--- config.mk ---
export PLATFORM = sky130hd
export DESIGN_NAME = body_unescape_decoder
export DESIGN_NICKNAME = d
export VERILOG_FILES = /design/src/design/bud_pkg.sv /design/src/design/bud_front.sv /design/src/design/bud_back.sv /design/src/design/bud_outq.sv /design/src/design/body_unescape_decoder.sv
export SDC_FILE = /design/constraint.sdc
export NUM_CORES = 1
export LEC_CHECK = 0
export BUFFER_PORTS_ARGS = -buffer_cell sky130_fd_sc_hd__buf_2
export CORE_MARGIN = 2
export CORE_UTILIZATION = 25
export CTS_CLUSTER_SIZE = 25
export DETAILED_ROUTE_END_ITERATION = 10
export GPL_TIMING_DRIVEN = 0
export PLACE_DENSITY = 0.38
export SYNTH_ARGS = -nofsm -noshare
export SYNTH_HDL_FRONTEND = slang
export SYNTH_HIERARCHICAL = 1
export SYNTH_SLANG_ARGS = --single-unit
--- constraint.sdc ---
create_clock -name clk -period 18.05 [get_ports clk]
set_clock_uncertainty 0.15 [all_clocks]
set_input_delay 1.805 -clock clk [delete_from_list [all_inputs] [get_ports clk]]
set_output_delay 1.805 -clock clk [all_outputs]
set_load 0.02 [all_outputs]
--- src/design/bud_pkg.sv ---
// Shared types, constants and helpers of the body unescape decoder.
`default_nettype none

package bud_pkg;

	// Sizing
	localparam int COUNT_BITS_DEF = 16;
	localparam int FQ_DEPTH       = 4;
	localparam int OQ_DEPTH       = 2;
	localparam int BUF_DEPTH      = 6;

	// Decode modes; any other code copies bytes as they are
	localparam logic [1:0] MODE_URL  = 2'd1;
	localparam logic [1:0] MODE_JSON = 2'd2;

	// Register select (paddr bit 2)
	localparam logic REG_IDX_MODE = 1'b0;
	localparam logic REG_IDX_CAP  = 1'b1;

	// Characters
	localparam logic [7:0] CH_PLUS   = 8'h2B;
	localparam logic [7:0] CH_SPACE  = 8'h20;
	localparam logic [7:0] CH_PCT    = 8'h25;
	localparam logic [7:0] CH_BSL    = 8'h5C;
	localparam logic [7:0] CH_QUOTE  = 8'h22;
	localparam logic [7:0] CH_SLASH  = 8'h2F;
	localparam logic [7:0] CH_ESC_B  = 8'h62;
	localparam logic [7:0] CH_ESC_F  = 8'h66;
	localparam logic [7:0] CH_ESC_N  = 8'h6E;
	localparam logic [7:0] CH_ESC_R  = 8'h72;
	localparam logic [7:0] CH_ESC_T  = 8'h74;
	localparam logic [7:0] CH_ESC_U  = 8'h75;
	localparam logic [7:0] CH_0      = 8'h30;
	localparam logic [7:0] CH_9      = 8'h39;
	localparam logic [7:0] CH_LOW_A  = 8'h61;
	localparam logic [7:0] CH_LOW_F  = 8'h66;
	localparam logic [7:0] CH_UP_A   = 8'h41;
	localparam logic [7:0] CH_UP_F   = 8'h46;
	localparam logic [7:0] CTL_BS    = 8'h08;
	localparam logic [7:0] CTL_FF    = 8'h0C;
	localparam logic [7:0] CTL_LF    = 8'h0A;
	localparam logic [7:0] CTL_CR    = 8'h0D;
	localparam logic [7:0] CTL_TAB   = 8'h09;

	// UTF-8 encoding
	localparam logic [15:0] CP_MAX1   = 16'h007F;
	localparam logic [15:0] CP_MAX2   = 16'h07FF;
	localparam logic [7:0]  UTF_LEAD2 = 8'hC0;
	localparam logic [7:0]  UTF_LEAD3 = 8'hE0;
	localparam logic [7:0]  UTF_CONT  = 8'h80;

	// What the decode engine does with the head of its buffer
	typedef enum logic [1:0] {
		ACT_NEED,
		ACT_EMIT,
		ACT_UTF
	} act_t;

	// A body byte with its hex digit classification
	typedef struct packed {
		logic [7:0] data;
		logic       hex_ok;
		logic [3:0] hex_val;
	} sym_t;

	typedef struct packed {
		sym_t sym;
		logic last;
	} qent_t;

	// Front queue head toward the decode engine
	typedef struct packed {
		logic  valid;
		qent_t ent;
	} fq_t;

	typedef struct packed {
		logic [7:0]  out_byte;
		logic        byte_valid;
		logic        end_of_body;
		logic [15:0] out_count;
	} result_t;

	// Decode engine push toward the output queue
	typedef struct packed {
		logic    valid;
		result_t res;
	} oq_push_t;

	function automatic sym_t hex_classify(input logic [7:0] b);
		sym_t s;
		s.data    = b;
		s.hex_ok  = 1'b1;
		s.hex_val = 4'd0;
		if (b inside {[CH_0:CH_9]}) begin
			s.hex_val = 4'(b - CH_0);
		end else if (b inside {[CH_LOW_A:CH_LOW_F]}) begin
			s.hex_val = 4'(b - CH_LOW_A + 8'd10);
		end else if (b inside {[CH_UP_A:CH_UP_F]}) begin
			s.hex_val = 4'(b - CH_UP_A + 8'd10);
		end else begin
			s.hex_ok = 1'b0;
		end
		return s;
	endfunction

endpackage

`default_nettype wire

--- src/design/bud_front.sv ---
// Input side: accepts body bytes, tags hex digits and queues them for decode.
`default_nettype none

module bud_front (
	input  wire logic          clk,
	input  wire logic          arst_n,
	input  wire logic          s_tvalid,
	output logic               s_tready,
	input  wire logic [7:0]    s_tdata,   // [7:0] in_byte
	input  wire logic          s_tlast,
	output bud_pkg::fq_t       fq,
	input  wire logic          fq_pop
);
	import bud_pkg::*;

	localparam int AW = $clog2(FQ_DEPTH);

	qent_t         mem_q [FQ_DEPTH];
	logic [AW-1:0] wr_q;
	logic [AW-1:0] rd_q;
	logic [AW:0]   cnt_q;
	logic          push;
	logic          pop;

	assign s_tready = cnt_q < (AW+1)'(FQ_DEPTH);
	assign push     = s_tvalid && s_tready;
	assign pop      = fq_pop && (cnt_q != '0);

	assign fq.valid = cnt_q != '0;
	assign fq.ent   = mem_q[rd_q];

	// Queue storage, classified on the way in
	always_ff @(posedge clk) begin
		if (push) begin
			mem_q[wr_q] <= '{sym: hex_classify(s_tdata), last: s_tlast};
		end
	end

	// Pointers and fill level
	always_ff @(posedge clk or negedge arst_n) begin
		if (!arst_n) begin
			wr_q  <= '0;
			rd_q  <= '0;
			cnt_q <= '0;
		end else begin
			if (push) wr_q <= wr_q + 1'b1;
			if (pop) rd_q <= rd_q + 1'b1;
			case ({push, pop})
				2'b10:   cnt_q <= cnt_q + 1'b1;
				2'b01:   cnt_q <= cnt_q - 1'b1;
				default: cnt_q <= cnt_q;
			endcase
		end
	end

endmodule

`default_nettype wire

--- src/design/bud_back.sv ---
// Decode engine: lookahead buffer, escape resolution, UTF-8 output, capacity.
`default_nettype none

module bud_back #(
	parameter int COUNT_BITS = bud_pkg::COUNT_BITS_DEF
) (
	input  wire logic           clk,
	input  wire logic           arst_n,
	input  wire logic [1:0]     decode_mode,
	input  wire logic [15:0]    out_capacity,
	input  wire bud_pkg::fq_t   fq,
	output logic                fq_pop,
	input  wire logic           room,
	output bud_pkg::oq_push_t   oq
);
	import bud_pkg::*;

	localparam int CMPW = ((COUNT_BITS > 16) ? COUNT_BITS : 16) + 2;

	// Engine state
	sym_t                  buf_q [BUF_DEPTH];
	logic [2:0]            cnt_q;
	logic                  active_q;
	logic                  last_q;
	logic [1:0]            sub_q;
	logic [COUNT_BITS-1:0] ecnt_q;
	logic                  stop_q;
	result_t               hold_q;
	logic                  hold_vld_q;

	sym_t                  buf_d [BUF_DEPTH];
	logic [2:0]            cnt_d;
	logic                  active_d;
	logic                  last_d;
	logic [1:0]            sub_d;
	logic [COUNT_BITS-1:0] ecnt_d;
	logic                  stop_d;
	result_t               hold_d;
	logic                  hold_vld_d;

	// Working view
	logic       take;
	sym_t       w [BUF_DEPTH];
	sym_t       sh [BUF_DEPTH];
	logic [2:0] wcnt;
	logic       wlast;

	// Head decode
	act_t       act;
	logic [7:0] ebyte;
	logic [2:0] used;
	logic [2:0] rem;
	logic [15:0] cp;
	logic       url_bad;
	logic       u_bad;
	logic       len2;
	logic [1:0] ulen;
	logic [7:0] ubyte;
	logic       u_final;

	// Capacity
	logic [CMPW-1:0] cnt_w;
	logic [CMPW-1:0] inc_w;
	logic [CMPW-1:0] cap_w;
	logic [CMPW-1:0] mask_w;
	logic [CMPW-1:0] eff_w;
	logic            fits_one;
	logic            fits_utf;

	logic    finalize;
	logic    do_emit;
	logic    do_stop;
	logic    do_consume;
	logic [7:0] rb;
	result_t res;

	assign take   = fq.valid && !active_q && room;
	assign fq_pop = take;

	// Buffer with the incoming byte appended
	always_comb begin
		for (int i = 0; i < BUF_DEPTH; i++) w[i] = buf_q[i];
		wcnt  = cnt_q;
		wlast = last_q;
		if (take) begin
			w[cnt_q] = fq.ent.sym;
			wcnt     = cnt_q + 3'd1;
			wlast    = fq.ent.last;
		end
	end

	// Classify the unit at the head of the buffer
	always_comb begin
		act     = ACT_EMIT;
		ebyte   = w[0].data;
		used    = 3'd1;
		cp      = {w[2].hex_val, w[3].hex_val, w[4].hex_val, w[5].hex_val};
		url_bad = (wcnt > 3'd1 && !w[1].hex_ok) || (wcnt > 3'd2 && !w[2].hex_ok);
		u_bad   = (wcnt > 3'd2 && !w[2].hex_ok) || (wcnt > 3'd3 && !w[3].hex_ok) ||
		          (wcnt > 3'd4 && !w[4].hex_ok) || (wcnt > 3'd5 && !w[5].hex_ok);
		case (decode_mode)
			MODE_URL: begin
				if (w[0].data == CH_PLUS) begin
					ebyte = CH_SPACE;
				end else if (w[0].data == CH_PCT && !url_bad) begin
					if (wcnt < 3'd3) begin
						if (!wlast) act = ACT_NEED;
					end else begin
						ebyte = {w[1].hex_val, w[2].hex_val};
						used  = 3'd3;
					end
				end
			end
			MODE_JSON: begin
				if (w[0].data == CH_BSL) begin
					if (wcnt < 3'd2) begin
						if (!wlast) act = ACT_NEED;
					end else begin
						case (w[1].data)
							CH_QUOTE: begin ebyte = CH_QUOTE; used = 3'd2; end
							CH_BSL:   begin ebyte = CH_BSL;   used = 3'd2; end
							CH_SLASH: begin ebyte = CH_SLASH; used = 3'd2; end
							CH_ESC_B: begin ebyte = CTL_BS;   used = 3'd2; end
							CH_ESC_F: begin ebyte = CTL_FF;   used = 3'd2; end
							CH_ESC_N: begin ebyte = CTL_LF;   used = 3'd2; end
							CH_ESC_R: begin ebyte = CTL_CR;   used = 3'd2; end
							CH_ESC_T: begin ebyte = CTL_TAB;  used = 3'd2; end
							CH_ESC_U: begin
								if (!u_bad) begin
									if (wcnt < 3'd6) begin
										if (!wlast) act = ACT_NEED;
									end else begin
										used = 3'd6;
										if (cp <= CP_MAX1) ebyte = cp[7:0];
										else act = ACT_UTF;
									end
								end
							end
							default: ;
						endcase
					end
				end
			end
			default: ;
		endcase
	end

	// UTF-8 byte for the current sub step
	always_comb begin
		len2    = cp <= CP_MAX2;
		ulen    = len2 ? 2'd2 : 2'd3;
		u_final = sub_q == (ulen - 2'd1);
		case (sub_q)
			2'd0:    ubyte = len2 ? (UTF_LEAD2 | {3'b000, cp[10:6]})
			                      : (UTF_LEAD3 | {4'b0000, cp[15:12]});
			2'd1:    ubyte = len2 ? (UTF_CONT | {2'b00, cp[5:0]})
			                      : (UTF_CONT | {2'b00, cp[11:6]});
			default: ubyte = UTF_CONT | {2'b00, cp[5:0]};
		endcase
	end

	// Effective capacity limited by the counter width
	always_comb begin
		cnt_w    = CMPW'(ecnt_q);
		inc_w    = cnt_w + CMPW'(1);
		cap_w    = CMPW'(out_capacity);
		mask_w   = CMPW'({COUNT_BITS{1'b1}});
		eff_w    = (cap_w < mask_w) ? cap_w : mask_w;
		fits_one = cnt_w < eff_w;
		fits_utf = (cnt_w + CMPW'(ulen)) <= eff_w;
	end

	// Buffer after dropping the consumed unit
	assign rem = wcnt - used;
	always_comb begin
		for (int i = 0; i < BUF_DEPTH; i++) sh[i] = w[i];
		case (used)
			3'd1:    for (int i = 0; i < BUF_DEPTH - 1; i++) sh[i] = w[i + 1];
			3'd2:    for (int i = 0; i < BUF_DEPTH - 2; i++) sh[i] = w[i + 2];
			3'd3:    for (int i = 0; i < BUF_DEPTH - 3; i++) sh[i] = w[i + 3];
			default: ;
		endcase
	end

	// Next state and result push
	always_comb begin
		for (int i = 0; i < BUF_DEPTH; i++) buf_d[i] = buf_q[i];
		cnt_d      = cnt_q;
		active_d   = active_q;
		last_d     = last_q;
		sub_d      = sub_q;
		ecnt_d     = ecnt_q;
		stop_d     = stop_q;
		hold_d     = hold_q;
		hold_vld_d = hold_vld_q;
		oq.valid   = 1'b0;
		oq.res     = hold_q;
		do_emit    = 1'b0;
		do_stop    = 1'b0;
		do_consume = 1'b0;
		rb         = ebyte;
		res        = '{out_byte: rb, byte_valid: 1'b1, end_of_body: 1'b0,
		               out_count: inc_w[15:0]};
		finalize   = active_q && last_q && (cnt_q == 3'd0 || stop_q);

		if (room && finalize) begin
			// End of body: tag the last result of this beat or send a bare marker
			oq.valid = 1'b1;
			if (hold_vld_q) begin
				oq.res = hold_q;
			end else begin
				oq.res = '{out_byte: 8'd0, byte_valid: 1'b0, end_of_body: 1'b0,
				           out_count: cnt_w[15:0]};
			end
			oq.res.end_of_body = 1'b1;
			cnt_d      = 3'd0;
			active_d   = 1'b0;
			last_d     = 1'b0;
			sub_d      = 2'd0;
			ecnt_d     = '0;
			stop_d     = 1'b0;
			hold_vld_d = 1'b0;
		end else if (room && (active_q || take)) begin
			last_d = wlast;
			if (stop_q) begin
				// Output already stopped: drop everything of this body
				cnt_d    = 3'd0;
				active_d = wlast;
			end else begin
				case (act)
					ACT_EMIT: begin
						if (fits_one) begin
							do_emit    = 1'b1;
							do_consume = 1'b1;
						end else begin
							do_stop = 1'b1;
						end
					end
					ACT_UTF: begin
						if (sub_q == 2'd0 && !fits_utf) begin
							do_stop = 1'b1;
						end else begin
							do_emit = 1'b1;
							rb      = ubyte;
							if (u_final) do_consume = 1'b1;
							else sub_d = sub_q + 2'd1;
						end
					end
					default: ;
				endcase

				res.out_byte = rb;
				if (do_stop) begin
					stop_d   = 1'b1;
					cnt_d    = 3'd0;
					sub_d    = 2'd0;
					active_d = wlast;
				end else if (do_consume) begin
					for (int i = 0; i < BUF_DEPTH; i++) buf_d[i] = sh[i];
					cnt_d    = rem;
					sub_d    = 2'd0;
					active_d = wlast || (rem != 3'd0);
				end else begin
					for (int i = 0; i < BUF_DEPTH; i++) buf_d[i] = w[i];
					cnt_d    = wcnt;
					active_d = wlast || (act != ACT_NEED);
				end

				if (do_emit) begin
					ecnt_d = ecnt_q + 1'b1;
					if (wlast) begin
						// Final beat of a body: keep the newest result back
						oq.valid   = hold_vld_q;
						oq.res     = hold_q;
						hold_d     = res;
						hold_vld_d = 1'b1;
					end else begin
						oq.valid = 1'b1;
						oq.res   = res;
					end
				end
			end
		end
	end

	// Lookahead and hold payload
	always_ff @(posedge clk) begin
		for (int i = 0; i < BUF_DEPTH; i++) buf_q[i] <= buf_d[i];
		hold_q <= hold_d;
	end

	// Control state
	always_ff @(posedge clk or negedge arst_n) begin
		if (!arst_n) begin
			cnt_q      <= 3'd0;
			active_q   <= 1'b0;
			last_q     <= 1'b0;
			sub_q      <= 2'd0;
			ecnt_q     <= '0;
			stop_q     <= 1'b0;
			hold_vld_q <= 1'b0;
		end else begin
			cnt_q      <= cnt_d;
			active_q   <= active_d;
			last_q     <= last_d;
			sub_q      <= sub_d;
			ecnt_q     <= ecnt_d;
			stop_q     <= stop_d;
			hold_vld_q <= hold_vld_d;
		end
	end

endmodule

`default_nettype wire

--- src/design/bud_outq.sv ---
// Output side: small result queue that decouples the engine from the sink.
`default_nettype none

module bud_outq (
	input  wire logic               clk,
	input  wire logic               arst_n,
	input  wire bud_pkg::oq_push_t  oq,
	output logic                    room,
	output logic                    m_tvalid,
	input  wire logic               m_tready,
	output logic [23:0]             m_tdata,  // [7:0] out_byte, [23:8] out_count
	output logic                    m_tuser,  // [0] byte_valid
	output logic                    m_tlast
);
	import bud_pkg::*;

	localparam int AW = $clog2(OQ_DEPTH);

	result_t       mem_q [OQ_DEPTH];
	logic [AW-1:0] wr_q;
	logic [AW-1:0] rd_q;
	logic [AW:0]   cnt_q;
	result_t       head;
	logic          push;
	logic          pop;

	assign room     = cnt_q < (AW+1)'(OQ_DEPTH);
	assign push     = oq.valid && room;
	assign m_tvalid = cnt_q != '0;
	assign pop      = m_tvalid && m_tready;

	assign head    = mem_q[rd_q];
	assign m_tdata = {head.out_count, head.out_byte};
	assign m_tuser = head.byte_valid;
	assign m_tlast = head.end_of_body;

	// Result storage
	always_ff @(posedge clk) begin
		if (push) mem_q[wr_q] <= oq.res;
	end

	// Pointers and fill level
	always_ff @(posedge clk or negedge arst_n) begin
		if (!arst_n) begin
			wr_q  <= '0;
			rd_q  <= '0;
			cnt_q <= '0;
		end else begin
			if (push) wr_q <= wr_q + 1'b1;
			if (pop) rd_q <= rd_q + 1'b1;
			case ({push, pop})
				2'b10:   cnt_q <= cnt_q + 1'b1;
				2'b01:   cnt_q <= cnt_q - 1'b1;
				default: cnt_q <= cnt_q;
			endcase
		end
	end

endmodule

`default_nettype wire

--- src/design/body_unescape_decoder.sv ---
// Top level of the body unescape decoder: config registers and the three stages.
// Streams body bytes and returns decoded bytes in raw, URL-form or JSON-string
// mode, selected by the decode_mode register; at most out_capacity bytes are sent
// per body, and each body closes with a beat carrying tlast (a bare marker with
// tuser low when the final byte yields no data). Plain bytes and the byte that
// completes an escape go through at one per cycle while the output queue has room.
// A byte held as lookahead for an escape sends nothing; a \u escape that encodes
// to two or three UTF-8 bytes sends them one after another, and the bytes after
// a bad or cut-off escape are rescanned. The end beat of a body follows the
// decode of its final byte. The decode engine sets the pace: it resolves one
// escape unit or sends one output byte per cycle while the output queue has room;
// a four-entry input queue and a two-entry output queue absorb stalls on either
// side. The first result of an input beat passes the input and output queues.
`default_nettype none

module body_unescape_decoder #(
	parameter int COUNT_BITS = bud_pkg::COUNT_BITS_DEF
) (
	input  wire logic        clk,
	input  wire logic        arst_n,
	// Body byte stream
	input  wire logic        s_tvalid,
	output logic             s_tready,
	input  wire logic [7:0]  s_tdata,   // [7:0] in_byte
	input  wire logic        s_tlast,
	// Decoded stream
	output logic             m_tvalid,
	input  wire logic        m_tready,
	output logic [23:0]      m_tdata,   // [7:0] out_byte, [23:8] out_count
	output logic             m_tuser,   // [0] byte_valid
	output logic             m_tlast,
	// Register port
	input  wire logic        psel,
	input  wire logic        penable,
	input  wire logic        pwrite,
	input  wire logic [2:0]  paddr,
	input  wire logic [31:0] pwdata,
	output logic [31:0]      prdata,
	output logic             pready
);
	import bud_pkg::*;

	logic [1:0]  mode_q;
	logic [15:0] cap_q;
	logic        wr_en;
	fq_t         fq;
	logic        fq_pop;
	oq_push_t    oq;
	logic        room;

	// Registers
	assign pready = 1'b1;
	assign wr_en  = psel && penable && pwrite && pready;

	always_ff @(posedge clk or negedge arst_n) begin
		if (!arst_n) begin
			mode_q <= 2'd0;
			cap_q  <= 16'hFFFF;
		end else if (wr_en) begin
			case (paddr[2])
				REG_IDX_MODE: mode_q <= pwdata[1:0];
				REG_IDX_CAP:  cap_q  <= pwdata[15:0];
				default: ;
			endcase
		end
	end

	always_comb begin
		case (paddr[2])
			REG_IDX_MODE: prdata = {30'd0, mode_q};
			REG_IDX_CAP:  prdata = {16'd0, cap_q};
			default:      prdata = 32'd0;
		endcase
	end

	bud_front u_front (
		.clk      (clk),
		.arst_n   (arst_n),
		.s_tvalid (s_tvalid),
		.s_tready (s_tready),
		.s_tdata  (s_tdata),
		.s_tlast  (s_tlast),
		.fq       (fq),
		.fq_pop   (fq_pop)
	);

	bud_back #(
		.COUNT_BITS (COUNT_BITS)
	) u_back (
		.clk          (clk),
		.arst_n       (arst_n),
		.decode_mode  (mode_q),
		.out_capacity (cap_q),
		.fq           (fq),
		.fq_pop       (fq_pop),
		.room         (room),
		.oq           (oq)
	);

	bud_outq u_outq (
		.clk      (clk),
		.arst_n   (arst_n),
		.oq       (oq),
		.room     (room),
		.m_tvalid (m_tvalid),
		.m_tready (m_tready),
		.m_tdata  (m_tdata),
		.m_tuser  (m_tuser),
		.m_tlast  (m_tlast)
	);

endmodule

`default_nettype wire

==> results of run 1 <==
[cells by family after synthesis]
kind of cell | Yosys count
other | 2
muxes | 138
xor gates and xnor gates | 43
adders and majority gates | 56
and+or+nand+nor | 462
buffers and inverters | 205
AOI/OAI and AO/OA | 310
DFF | 259
[final cells by class]
| type | count | share of cell area [%] |
|---|---|---|
| plain buffers | 106 | 3.149 |
| clock buffers | 42 | 5.123 |
| clock inverters | 21 | 1.068 |
| inverters | 99 | 1.994 |
| multi-input cells | 1026 | 40.42 |
| flip-flops and latches | 259 | 40.39 |
| well taps | 846 | 5.680 |
| repair buffers | 76 | 2.175 |
[routing by layer]
metal  up-vias  track usage (%)  wire length [microns]
li1       5737                -                      -
met1      5900            21.08                  23750
met2       295            25.36                  23930
met3        59            2.590                   2577
met4         2            4.054                    975
met5         -                0                     11
[through the flow]
| step | area (sq um) | setup slack [ns] |
|---|---|---|
| 2_1_floorplan | 16000 | 9.887 |
| 3_3_place_gp | 17430 | 6.988 |
| 3_5_place_dp | 17480 | 9.029 |
| 4_1_cts | 18630 | 8.997 |
| 5_1_grt | 18640 | 8.702 |
| 6_report | 18640 | 9.282 |
[where the power goes]
part / internal, mW / switching [mW]
clock network: 0.422 / 0.279
registers: 0.946 / 0.0931
logic: 0.548 / 1.02
[cells in the mapped netlist (all sizes together), types with 5 or more instances]
library cell	instances	area share [%]
or2	8	0.33
o31ai	16	0.75
nor4bb	10	0.63
o211ai	8	0.38
clkbuf	51	1.2
and2	30	1.2
buf	55	2.5
nor2	105	2.5
inv	99	2.3
nand2	152	3.6
nand3	30	0.94
xor2	14	0.77
nor2b	21	0.82
mux2i	39	2.4
o221ai	15	1.2
mux2	85	6.7
a222oi	7	0.44
a21o	11	0.53
xnor2	28	1.5
dfrtp	38	6.0
nand4b	6	0.33
a31oi	40	1.6
o21ai	53	1.7
edfxtp	205	39
a21oi	51	1.6
and3	7	0.27
mux4	14	2.0
nor4	10	0.39
nor4b	5	0.27
a221oi	12	0.70
nand2b	10	0.39
ha	53	4.2
nor3	16	0.50
dfstp	16	2.6
nand4	26	1.1
a22oi	33	1.6
or3	5	0.20
a22o	9	0.49
a211oi	7	0.36
[worst min path at each step]
stage,start,endpoint,slack [ns],cells after the start
3_5_place_dp,u_front/cnt_q[0],u_front/cnt_q[0],0.36,1
4_1_cts,u_front/cnt_q[0],u_front/cnt_q[0],0.38,1
5_1_grt,u_front/cnt_q[0],u_front/cnt_q[0],0.39,1
3_3_place_gp,u_outq/wr_q,u_outq/wr_q,0.33,1
2_1_floorplan,u_outq/wr_q,u_outq/wr_q,0.31,1
6_report,u_outq/cnt_q[0],u_outq/cnt_q[0],0.37,1
[worst max-delay path, stage by stage, from the launching register on]
cell                       delay [ns]
sky130_fd_sc_hd__dfrtp_1         0.31
sky130_fd_sc_hd__buf_2           0.26
sky130_fd_sc_hd__buf_2           0.40
sky130_fd_sc_hd__mux4_2          0.67
sky130_fd_sc_hd__or4_1           0.57
sky130_fd_sc_hd__or3_1           0.37
sky130_fd_sc_hd__a221o_1         0.35
sky130_fd_sc_hd__buf_2           0.20
sky130_fd_sc_hd__clkbuf_1        0.26
sky130_fd_sc_hd__ha_1            0.28
sky130_fd_sc_hd__o21ai_0         0.49
sky130_fd_sc_hd__nor2_1          0.17
sky130_fd_sc_hd__nand3_1         0.18
sky130_fd_sc_hd__nor2_1          0.07
sky130_fd_sc_hd__xor2_1          0.16
sky130_fd_sc_hd__ha_1            0.32
sky130_fd_sc_hd__nand4_1         0.16
sky130_fd_sc_hd__or4_1           0.53
sky130_fd_sc_hd__o21ai_0         0.15
sky130_fd_sc_hd__a31oi_1         0.27
sky130_fd_sc_hd__a31o_2          0.33
sky130_fd_sc_hd__o41ai_1         0.73
sky130_fd_sc_hd__nand2_1         0.29
sky130_fd_sc_hd__nor2_4          0.72
[state kept, by name, summed over array words and instances, names as in the netlist]
| name | flops |
|---|---|
| cap_q | 16 |
| mode_q | 2 |
| u_back/active_q | 1 |
| u_back/buf_q | 73 |
| u_back/cnt_q | 3 |
| u_back/ecnt_q | 16 |
| u_back/hold_q | 24 |
| u_back/hold_vld_q | 1 |
| u_back/last_q | 1 |
| u_back/stop_q | 1 |
| u_back/sub_q | 2 |
| u_front/cnt_q | 3 |
| u_front/mem_q | 56 |
| u_front/rd_q | 2 |
| u_front/wr_q | 2 |
| u_outq/cnt_q | 2 |
| u_outq/mem_q | 52 |
| u_outq/rd_q | 1 |
| u_outq/wr_q | 1 |
==> summary by stage, run 1 <==
Critical path
At the worst endpoint, the arrival time is 8.77 ns. The worst setup path endpoint is u_outq/mem_q[0][21]. The worst register-to-register path begins at u_front/rd_q[0]. The worst register-to-register path has a setup slack of 9.28 ns. The biggest fanout along the worst timing path is 26.

The critical path starts at u_front/rd_q[0]. The worst setup path is launched from a register. The number of cells on the worst reg-to-reg path is 23.

STA classifies the critical path endpoint as a register. The critical path data required time is 18.05 ns. In this run the critical register-to-register path is captured at u_outq/mem_q[0][21]. The critical path class is reg2reg.

Power
IR analysis of the VDD net gives a maximum drop of 0.09303 mV. The overall power is 3.307 mW. The analysis attributes to cell leakage a power of 7.220 nW. Power spread over the standard cell area amounts to 177.5 nW/um^2.

Logic synthesis
Counting flops with a built-in enable in the synthesized netlist gives 205. The count of synthesis-stage warnings from yosys is 6. The unique cell type count in the Yosys netlist is 96. The compound-gate portion of the synthesized area is 14.06%. The sequential-to-total area share from yosys stat is 47.22%. The predominant post-synthesis flop cell is sky130_fd_sc_hd__edfxtp_1. Counting flops with an async set or reset pin after synthesis yields a share of 20.85%. The synthesized instance count is 1475. The synthesized netlist occupies a cell area of 15940 sq um. The multiplexer area fraction after synthesis is 11.11%. Of the total synthesized cell area, the portion taken by XOR and XNOR cells is 2.449%. Summing the areas of all and, or, nand and nor instances in the mapped netlist gives 14.65% of the synthesized area.

After synthesis, the largest family of logic cells by area is simple AND/OR/NAND/NOR gates. The adder and majority gate portion of the synthesized area is 4.474%. The register bit total from synthesis is 259. A synthesized cell averages 10.81 sq um.

Timing
Subtracting the final worst setup slack from the clock period gives 8.768 ns. The summed negative setup slack over all endpoints is 0 ns. The number of hold-slack violations in the final timing report is 0. The number of endpoints failing setup at the final stage is 0.

The worst slew slack as a fraction of its limit is 23.72%. The tightest hold margin is 0.3706 ns. Setup repair after global routing left no endpoint under its margin. The measured slew at the worst slew-check pin is 1.126 ns. The number of pins with negative max-slew slack in the final report is 0. The final worst-path cycle share is 48.57%. The highest attainable clock frequency is 114.1 MHz.

Detailed routing
The detailed router finished its first iteration with 865 violations. The via count is 11990. Before antenna repair, the detailed router went through 8 iterations. The final layout contains routed wiring with a total length of 51.24 mm.

After detailed routing, the average wire length per cell comes to 20.70 microns. After detailed routing, the number of remaining DRC violations is 0. The vias per cell is 4.846. The antenna violation net count after detailed routing is 0.

Die
For this design the top-level I/O count stands at 112. The initial core utilization is 25.27%. The number of core rows is 92. The total core area is 63080 sq um. The area enclosed by the die boundary is 65800 sq um. From left edge to right edge, the die measures 256.5 microns.

The die is 256.5 microns tall.

Final layout
Cells with a size suffix above 1 make up 20.75% of the layout. The net total in the final layout is 1709. The sequential cell area in the final layout is 7527 sq um. In the layout the commonest cells are 205 x sky130_fd_sc_hd__edfxtp_1, 151 x sky130_fd_sc_hd__nand2_1, 103 x sky130_fd_sc_hd__nor2_1. The multi-input combinational cells in the finished layout cover a total of 7532 sq um.

The number of fill cells is 6748. The number of antenna cells inserted is 0. The leading cell type in the layout, fill and taps excluded is sky130_fd_sc_hd__edfxtp_1.

For this run, the share of the core covered by cells in the final layout is 29.54%. From synthesis to final layout, the design area changed by 16.90%. The final cell count without fillers is 2475.

Clock network
For this design, the sink count on the clock tree is 259. In this run, post-CTS repair resized a total of 0 instances. Once the clock tree was built, the setup fixing pass inserted 0 buffers. The CTS tree is built. The clock tree synthesis step divided the H-tree into 2 levels. In this run, post-CTS hold repair placed 0 buffers. The clock reaches the later pin of the worst-skew pair after 0.55 ns. The number of clock buffers added by TritonCTS is 35. No sink is reached through more buffers than the 3 on the longest clock path. The clock root buffer master is sky130_fd_sc_hd__clkbuf_16. After clock tree synthesis, the clock-pin slew on the worst setup and hold paths is 0.05 ns.

Global routing
After global routing the overflow that remains totals 0. The overall global routing resource usage is 15.47%. The first global-routing pass estimated 78.49 mm of wire. The initial antenna violation count is 1. The number of global-route vias before repair is 12170. The largest net degree at the start of global routing is 59.

Place
The congestion estimate from routability-driven global placement came to 0.8527. The number of port buffers is 75. The wire-length estimate of the detail-placed layout is 38.52 mm.

Counting tap cells, the placed design contains a total of 2412 instances.

Status
The flow ran to the end, and the final reports show no timing, DRC or antenna violations.

Run
Max-cap violations in this run came to 0.

Hold path
The class of the tightest hold or removal check is reg2reg.
No activity file was read; power rests on OpenSTA's default activity.
==> run 2: changes to the inputs <==
--- a/config.mk
+++ b/config.mk
@@ -5,6 +5,7 @@
 export SDC_FILE = /design/constraint.sdc
 export NUM_CORES = 1
 export LEC_CHECK = 0
+export ABC_AREA = 1
 export BUFFER_PORTS_ARGS = -buffer_cell sky130_fd_sc_hd__buf_2
 export CORE_MARGIN = 2
 export CORE_UTILIZATION = 25
==> constraint.sdc (replaced) <==
create_clock -name clk -period 8.8 [get_ports clk]
set_clock_uncertainty 0.15 [all_clocks]
set_input_delay 0.88 -clock clk [delete_from_list [all_inputs] [get_ports clk]]
set_output_delay 0.88 -clock clk [all_outputs]
set_load 0.02 [all_outputs]
==> run 2 against run 1 <==
  * Register-to-register slack lost 7.7 ns
  * Utilization shrank 0.21 points
  * Die area increased by 1.6%
  * Sequential share of layout area is 0.43 points lower
  * Synthesized area increased by 1.6%
  * Routed wire length increased by 4.6%
  * Synthesized cell count is 37% higher
  * Critical path depth up 10
  * Global-route usage is 0.52 points higher
  * Maximum frequency increased by 21%
  * Largest power group unchanged
==> summary by stage, run 2 <==
Global routing
The initial antenna violation count came to 1 (unchanged). The overall global routing resource usage was 15.99% (+0.52 points). The wire length of the first global-routing pass was 82.23 mm (+4.8%). The total congestion overflow is 0 (unchanged). The number of global-route vias before repair is 13470 (+11%). The largest net degree at the start of global routing is 55 (-6.8%).

Clock network
The clock root buffer master is sky130_fd_sc_hd__clkbuf_16. The H-tree level count is 2 (unchanged). The number of buffers on the longest clock path is 3 (unchanged). The TritonCTS sink count is 259 (unchanged). TritonCTS built the clock tree. The latest clock arrival within the worst-skew pair came to 0.54 ns (about the same). The post-cts repair resize count is 0 (unchanged). The number of buffers inserted for hold repair after clock tree synthesis is 0 (unchanged).

The number of CTS-inserted buffers was 34 (-2.9%). The buffers inserted during post-CTS setup optimization is 0 (unchanged). The clock-pin slew on the worst setup and hold paths is 0.06 ns (about the same).

Critical path
The number of cells on the worst reg-to-reg path is 33 (+43%). The cell depth of the worst setup path was 33 (+43%). The biggest fanout along the worst timing path is 26 (unchanged).

The delay of the slowest cell on the worst path was 0.68 ns (-0.05 ns). The start point of the critical path is u_front/rd_q[1]. The critical path data required time is 8.79 ns (-9.26 ns).

STA classifies the critical path startpoint as a register. The total buffers and inverters traversed by the critical path is 5 (+1). The startpoint of the worst register-to-register path is u_front/rd_q[1]. The type of element capturing the critical path is a register. The worst path arrival time is 7.24 ns (-1.53 ns).

The slowest cell on the critical path is sky130_fd_sc_hd__nor2_4. The critical path in this run is classified as reg2reg. In this design, the largest share of critical-path delay is due to simple AND/OR/NAND/NOR gates.

Logic synthesis
After synthesis, the most frequently instantiated cells are 608 x sky130_fd_sc_hd__nand2_1, 219 x sky130_fd_sc_hd__inv_1, 205 x sky130_fd_sc_hd__edfxtp_1. The predominant post-synthesis flop cell is sky130_fd_sc_hd__edfxtp_1. By area the synthesized netlist is led by sky130_fd_sc_hd__edfxtp_1 38%, sky130_fd_sc_hd__nand2_1 14%, sky130_fd_sc_hd__dfrtp_1 5.9%. The number of synthesized flops with an enable pin is 205 (unchanged).

The sequential-to-total area share from yosys stat is 46.46% (-0.76 points). The most repeated cell in the gate-level netlist after synthesis is sky130_fd_sc_hd__nand2_1. The mean instance size in the synthesized netlist came to 8.002 sq um (-26%). The synthesized design spends more area on one cell type than any other, namely sky130_fd_sc_hd__edfxtp_1.

The synthesized instance count is 2025 (+37%). The cell area after technology mapping is 16200 sq um (+1.6%). The share of Yosys cell area claimed by the top area cell type came to 37.99% (-0.62 points).

The proportion of register bits with asynchronous set or reset after synthesis is 20.85% (unchanged). The count of synthesis-stage warnings from yosys is 6 (unchanged). The unique cell type count in the Yosys netlist is 54 (-44%). The register bit total from synthesis is 259 (unchanged).

Place
The area after detailed placement is 17790 sq um (+1.8%). The placer's final routability congestion estimate is 0.8611 (+0.99%). The post-placement setup slack was 1.386 ns (-7.643 ns).

The number of port buffers is 75 (unchanged). The sum of net half-perimeters after detailed placement was 41.13 mm (+6.8%).

Run
The number of maximum-capacitance constraint violations is 0 (unchanged).

Final layout
The share of layout cells above drive strength 1 is 13.31% (-7.4 points). The number of fill cells came to 6995 (+3.7%). The number of flip-flops under the largest register name is 73 (unchanged). The net total in the final layout was 2261 (+32%).

The area of all placed cells without fillers was 18840 sq um (+1.1%). The area added between synthesis and finish is 16.26%. The top register by number of flip-flops is u_back/buf_q.

The library cell used most frequently in the layout, excluding fill and tap cells, is sky130_fd_sc_hd__nand2_1. The largest registers in the layout are u_back/buf_q x73, u_front/mem_q x56, u_outq/mem_q x52. In the layout the commonest cells are 608 x sky130_fd_sc_hd__nand2_1, 219 x sky130_fd_sc_hd__inv_1, 205 x sky130_fd_sc_hd__edfxtp_1.

The number of antenna cells inserted was 0 (unchanged).

Power
The overall power is 7.173 mW (+120%). The leakage dissipation was 8.434 nW (+17%). The power per cell area is 380.8 nW/um^2 (+110%).

The maximum vdd ir drop is 0.1387 mV (+49%).

Die
The die outline height is 258.6 microns (+0.80%). The area enclosed by the die boundary was 66860 sq um (+1.6%). The count of boundary I/O pins was 112 (unchanged).

The total core area was 64230 sq um (+1.8%). The initial core utilization is 25.23% (-0.046 points). The width of the die is 258.6 microns (+0.80%). The number of core rows is 93 (+1.1%).

Timing
The shortest clock period the worst path allows after layout is 7.246 ns (-1.522 ns). The number of pins with negative max-slew slack in the final report is 0 (unchanged). The number of hold-slack violations in the final timing report was 0 (unchanged). The highest attainable clock frequency is 138.0 MHz (+21%). The measured slew at the worst slew-check pin is 1.093 ns (-0.03362 ns). The worst slew slack as a fraction of its limit is 27.07% (+3.3 points). The final worst-path cycle share is 82.34% (+34 points). Setup repair after global routing left no endpoint under its margin. The slack of the critical path came to 1.554 ns (-7.728 ns). The number of endpoints failing setup at the final stage is 0 (unchanged).

Hold path
The class of the tightest hold or removal check is in2async.

Detailed routing
The antenna violation net count after detailed routing is 0 (unchanged). The vias per cell is 4.576 (-5.6%). The average routed wire per standard cell is 17.66 microns (-15%). The via count was 13880 (+16%). The residual DRC count was 0 (unchanged). The final wirelength was 53.59 mm (+4.6%). The first-pass detailed-route iteration total is 5 (-3).

The violation count after the first detailed-route iteration is 969 (+12%).

Status
The flow ran to the end, and the final reports show no timing, DRC or antenna violations.
## run 2: cell count changes after synthesis, sizes merged, moves of 29 or more
cell and delta:
a31oi -38, and2 -29, inv +137, mux2 -85
mux2i -39, nand2 +469, nand3 +153, nor2 +82
o21ai +108
## run 2: through the flow
stage | util [%] | instances | hold WS (ns) | setup TNS [ns]
after floorplan | - | 2040 | 0.2917 | 0
after global placement | 27.56 | 2970 | 0.3115 | -191.63
after detailed placement | 27.70 | 2974 | 0.3158 | 0
after CTS | 29.32 | 3034 | 0.3232 | 0
after global routing | 29.33 | 3034 | 0.3077 | 0
final | 29.33 | 3034 | 0.2624 | 0
## run 2: logic make-up (layout without fill, tap and decap cells)
kind of cell / count (synthesis) / count (layout) / synth area share, %
AO/OA/AOI/OAI: 299 / 299 / 11.10
buffers and inverters: 337 / 476 / 9.112
flip-flops: 259 / 259 / 46.46
other: 2 / 17 / 0.04635
adder cells (fa/ha/maj): 55 / 55 / 4.340
XOR/XNOR: 36 / 36 / 1.946
AND/OR/NAND/NOR: 1037 / 1037 / 27.00
## run 2: area by class of cell
class / instances / area (sq um) / area share, %
plain buffers: 99 / 575.6 / 3.055
clock buffers: 47 / 933.4 / 4.955
clock inverters: 13 / 102.6 / 0.5446
inverters: 238 / 900.9 / 4.782
multi-input cells: 1444 / 7288 / 38.69
flip-flops and latches: 259 / 7527 / 39.96
well taps: 855 / 1070 / 5.679
repair buffers: 79 / 440.4 / 2.338
## run 2: worst register-to-register path, delay by kind of cell, from the launching register on
family	cells	cell delay [ns]
simple gates	19	3.21
compound gates	6	1.40
buf+inv	5	0.85
fa+ha+maj	2	0.51
flops	1	0.46
xor+xnor	1	0.25
## run 2: report_power, final
part / total (mW) / switching, mW / internal [mW] / leakage (nW)
registers: 2.17 / 0.158 / 2.01 / 2.58
clock network: 1.32 / 0.545 / 0.772 / 0.509
logic: 3.69 / 2.67 / 1.02 / 5.35
total: 7.17 / 3.37 / 3.80 / 8.43
## run 2: metal layers
layer,track usage (%),wire (microns),up-vias
met1,22.40,25660,6553
met5,0,13,-
met2,25.91,24560,318
met3,2.152,2283,69
met4,4.175,1071,2
li1,-,-,6942
## run 2: path summary, 6_finish.rpt
check	to	slack, ns
min in group clk	u_front/cnt_q[0]	0.32
max reg2reg	u_outq/mem_q[0][19]	1.55
min reg2reg	u_front/cnt_q[0]	0.32
max	u_outq/mem_q[0][19]	1.55
max in group asynchronous	u_front/rd_q[1]	7.71
min	u_back/ecnt_q[0]	0.26
